[src/mtd_pkg.sv]
// Shared types and constants of the mixed-type divider.
// Used by the top level and by the divider step stage; no dependencies.
`default_nettype none
package mtd_pkg;

	localparam logic [1:0] KIND_INT   = 2'd0;
	localparam logic [1:0] KIND_FLOAT = 2'd1;

	localparam logic [1:0] CFG_VALUE_IS_FLOAT   = 2'd0;
	localparam logic [1:0] CFG_DIVISOR_IS_FLOAT = 2'd1;
	localparam logic [1:0] CFG_OUTPUT_KIND      = 2'd2;

	localparam logic [31:0] CANON_NAN = 32'h7FC0_0000;
	localparam logic [31:0] UINT_MAX  = 32'hFFFF_FFFF;

	// operand after unpacking: value = sig / 2^31 * 2^exp
	typedef struct packed {
		logic [31:0]        sig;
		logic signed [10:0] exp;
		logic               nan;
		logic               inf;
		logic               zero;
		logic               sign;
	} op_t;

	// per-item control that travels with the divider data
	typedef struct packed {
		logic               int_mode;
		logic [1:0]         kind;
		logic               divz;
		logic               nan;
		logic               inf;
		logic               zero;
		logic               sign;
		logic signed [10:0] exp;
	} meta_t;

	// restoring divider state: remainder, numerator bits, divisor, quotient
	typedef struct packed {
		logic [31:0] r;
		logic [31:0] n;
		logic [31:0] d;
		logic [31:0] q;
	} div_t;

endpackage
`default_nettype wire

[src/mtd_div_step.sv]
// One stage of the pipelined restoring divider: one quotient bit per stage.
// Depends on mtd_pkg for the divider and control types.
`default_nettype none
module mtd_div_step (
	input  wire logic           clk,
	input  wire logic           arst_n,
	input  wire logic           en,
	input  wire logic           in_vld,
	input  wire mtd_pkg::meta_t in_meta,
	input  wire mtd_pkg::div_t  in_div,
	output logic                out_vld,
	output mtd_pkg::meta_t      out_meta,
	output mtd_pkg::div_t       out_div
);

	logic [32:0]    trial;
	logic           ge;
	mtd_pkg::div_t  nxt;

	always_comb begin
		trial = {in_div.r, in_div.n[31]};
		ge    = trial >= {1'b0, in_div.d};
		nxt.d = in_div.d;
		nxt.n = {in_div.n[30:0], 1'b0};
		nxt.r = ge ? 32'(trial - {1'b0, in_div.d}) : trial[31:0];
		nxt.q = {in_div.q[30:0], ge};
	end

	always_ff @(posedge clk or negedge arst_n) begin
		if (!arst_n) begin
			out_vld <= 1'b0;
		end else if (en) begin
			out_vld <= in_vld;
		end
	end

	always_ff @(posedge clk) begin
		if (en) begin
			out_meta <= in_meta;
			out_div  <= nxt;
		end
	end

endmodule
`default_nettype wire

[config.mk]
export PLATFORM = sky130hd
export DESIGN_NAME = mtd_div_step
export DESIGN_NICKNAME = d
export VERILOG_FILES = /design/src/mtd_pkg.sv /design/src/mtd_div_step.sv
export SDC_FILE = /design/constraint.sdc
export NUM_CORES = 1
export LEC_CHECK = 0
export ABC_AREA = 1
export BUFFER_PORTS_ARGS = -buffer_cell sky130_fd_sc_hd__buf_2
export CAP_MARGIN = 5
export CELL_PAD_IN_SITES_DETAIL_PLACEMENT = 1
export CELL_PAD_IN_SITES_GLOBAL_PLACEMENT = 2
export CORE_MARGIN = 1
export CORE_UTILIZATION = 26
export CTS_BUF_LIST = sky130_fd_sc_hd__clkbuf_16
export DETAILED_ROUTE_END_ITERATION = 16
export GPL_TIMING_DRIVEN = 0
export PLACE_DENSITY_LB_ADDON = 0.1
export SYNTH_ARGS = -nofsm -noshare
export SYNTH_HDL_FRONTEND = slang
export SYNTH_SLANG_ARGS = --single-unit
[constraint.sdc]
create_clock -name clk -period 0.8 [get_ports clk]
set_input_delay 0.12 -clock clk [delete_from_list [all_inputs] [get_ports clk]]
set_output_delay 0.12 -clock clk [all_outputs]
set_load 0.005 [all_outputs]
==> impl_results.md <==
* Status: complete, but fails checks
* Failing checks: setup timing
* Layout area overhead at 71.1%
* Sequential fraction of the synthesis area at 0.581
* CTS buffer count at 17
* Critical path type: input pin to flop
* Routed WL at 29800 µm
* Die area at 0.0299 mm²
* Worst hold stages at 3
* Worst Hold Path EP: out_div[125]
* CTS Root Cell: clkbuf_16
* Max incr delay on CP at roughly 0.30 ns
* Vias per cell at 4.26
* Reg2reg setup slack at -0.10 ns
* Worst-Skew Late Latency at roughly 0.43 ns
* Fillcell total at 3272
* Crit path cell chain: buf_2 -> inv_2 -> ha_4 -> nand2_2 -> nor2_4 -> nand2_2 -> nor2_4 -> nand2_2 -> nand2_2 -> nor2_4 -> buf_4 -> nand3_1 -> nand2_2
* Post-route ant nets at 0
* Syn avg cell area at 9.53 µm²
* Worst setup EP type: flop
* Worst Setup Start Kind: input pin
* Initial Utilization at 0.265
* Internal at 16500 µW
* Origin of the worst min-delay path: in_div[124]
* Max Freq at about 690 MHz
* First-pass GRT wire length at 45100 µm
* Max-slew violation count at 0
* Sw Ratio at 0.301
* Gate power share at 0.254
* Total gr overflow at 0
* Final Critical Period at between 1 and 1.5 ns
* Placed Area at between 0.009 and 0.01 mm²
* Detailed placer's ending HPWL at between 20000 and 25000 µm
* IO Pins at 299
* Hold Fails Final Rpt at 0
* Vias in the first global route at between 7000 and 8000
* Hold Crit Class: input pin to flop
* Final setup viols at 181
* Initial antenna violation count at 3
* Largest net degree at the start of global routing at 53
* Core area at 0.0287 mm²
* Slowest-stage cell, CP: ha_4
* Fin Hold WS at between 0.01 and 0.015 ns
* PortBufs at 296
* RR Endpoint: out_vld
* Drt first pass iters at 4
* Worst-case clock skew at 0 ns
* RSZ-0062 raised after global routing: true
* Worst Path Max Fanout at 10
* Die Y at 173 µm
* GR Util All Layers at 0.200
* GPL Wtd Cong at 0.787
* Leak pwr at 0.00605 µW
* R2R Path Start: out_vld
* Avg WL per Cell at 17.8 µm
* Reg2reg path depth at 2
* Metal3 WL at roughly 1400 µm
* FF+latch count, synth at about 150
* Vias at roughly 7100
* Final net count at 1459
* Synth Cell Area at 0.00759 mm²
* CTS tree: yes
* Tcrit/Tclk final at 1.82
* Worst EP arrival at 1.65 ns
* Peak supply drop at 1210 µV
* CP required at 1.00 ns
* Remaining DRCs at 0
* Share of layout cells above drive strength 1 at 0.481
* Commonest cells after routing, fill and taps aside: buf_2, nand2_1, edfxtp_1, dlygate4sd3_1, inv_1
* Seq pwr share at 0.403
* Most common cell after layout, fill and taps aside: buf_2
* Finished Cell Area at 0.0130 mm²
* Total power at roughly 24000 µW
* Mapped Nets at between 900 and 1000
* Clk pwr share at 0.343
* Drt first-iter violations at between 200 and 300
* H-tree levels at 4
* Met1 wire length at 13100 µm
* FP Rows at 62
* Pwr Density at 1820 mW/mm²
* Die width at 173 µm
* Post-synth EDFFs at 146
* Synth warn at 0
* Highest routed layer: met5
* Clock slew at reported path FFs at roughly 0.070 ns
* Most frequent CP cell: nand2_2
* Final WS setup at -0.657 ns
* Top FF cell, synth: edfxtp_1
* Sw power at 7110 µW
* Async SR Flop Fraction at 0.00680
* Max-cap violations at 0
* Met2 WL at between 10000 and 15000 µm
* Cells after synthesis at 797
* Clock buffer depth at 2
* Yosys cell types at 30
* CTS sink count at 147
[critical path, delay by kind of cell]
kind                     cells  cell delay [ns]
AND/OR/NAND/NOR              9             0.88
buffers and inverters        3             0.34
adder cells (fa/ha/maj)      1             0.30
[worst max path at each step]
stage / slack (ns) / cells past startpoint / start / to
final: -0.66 / 13 / in_div[43] / out_div[100]
after global routing: -0.73 / 12 / in_div[61] / out_div[120]
after CTS: -0.67 / 14 / in_div[121] / out_div[113]
after detailed placement: -1.59 / 13 / in_div[56] / out_div[105]
after global placement: -2.41 / 2 / en / out_vld
after floorplan: -0.83 / 12 / in_div[56] / out_div[127]
[sequential cells by signal (all words and copies together) (netlist names)]
signal and count:
out_div 127, out_meta 19, out_vld 1
[layer usage]
metal	global-route usage	up-vias
li1	-	3523
met5	0	-
met4	0.0605	4
met3	0.0440	28
met1	0.251	3378
met2	0.343	196
[power groups by stage]
stage,Combinational [µW],Clock (µW),Sequential [µW]
floorplan,2060,0,9800
global placement,4270,0,9700
detailed placement,4330,0,9690
CTS,5720,8370,9520
global route,6540,8610,9600
finish,6000,8090,9530
[per-stage QoR]
step           setup TNS [ns]  utilization  cells  worst slack (ns)
2_1_floorplan          -27.12            -    797            -0.832
3_3_place_gp          -380.65        0.344   1477             -2.41
3_5_place_dp          -117.60        0.345   1478             -1.59
4_1_cts                -62.23        0.440   1663            -0.674
5_1_grt                -67.26        0.452   1672            -0.728
6_report               -58.92        0.452   1674            -0.657
[area by class of cell]
cell class | count | area (µm²) | area share
clock buffers | 17 | 425 | 0.0328
diodes | 2 | 5.00 | 0.000385
clock inverters | 15 | 150 | 0.0116
multi-input cells | 489 | 3630 | 0.279
well taps | 384 | 480 | 0.0370
repair buffers | 460 | 3190 | 0.245
plain buffers | 10 | 124 | 0.00954
flip-flops and latches | 147 | 4410 | 0.339
inverters | 150 | 578 | 0.0445
[synth_stat cells, types with 2 or more instances]
library cell	n	area share
nand3_1	56	0.037
nand4_1	3	0.0025
nand3_2	11	0.015
edfxtp_1	146	0.58
nor2_2	3	0.0025
inv_1	150	0.074
xor2_1	13	0.015
nand2_1	274	0.14
nor3_2	3	0.0040
nor2_1	34	0.017
ha_1	32	0.053
a21o_1	2	0.0020
nand2_2	3	0.0025
buf_12	2	0.0053
o21ai_0	2	0.0013
nor3_1	6	0.0040
and2_1	8	0.0066
a21oi_1	21	0.014
buf_2	7	0.0046
nand3b_1	11	0.011
[cells by family (layout without fill, tap and decap cells)]
family,after synthesis,after routing,synth area share
buffers and inverters,161,652,0.0865
XOR/XNOR,14,14,0.0162
other,1,3,0.000494
AO/OA/AOI/OAI,25,25,0.0171
multiplexers,1,1,0.00148
AND/OR/NAND/NOR,415,415,0.242
adder cells (fa/ha/maj),33,33,0.0554
flip-flops,147,147,0.581
[what timing repair did]
| action | 4_1_cts | 5_1_grt |
|---|---|---|
| setup buffers | 31 | 12 |
| hold buffers | 120 | 0 |
| endpoints found under the hold margin | 119 | 0 |
| pin swaps | 46 | 33 |
| endpoints found under the setup margin | 283 | 181 |
| gates resized for setup | 179 | 91 |
| cloned | 3 | 0 |
(Power assumes the default switching activity.)
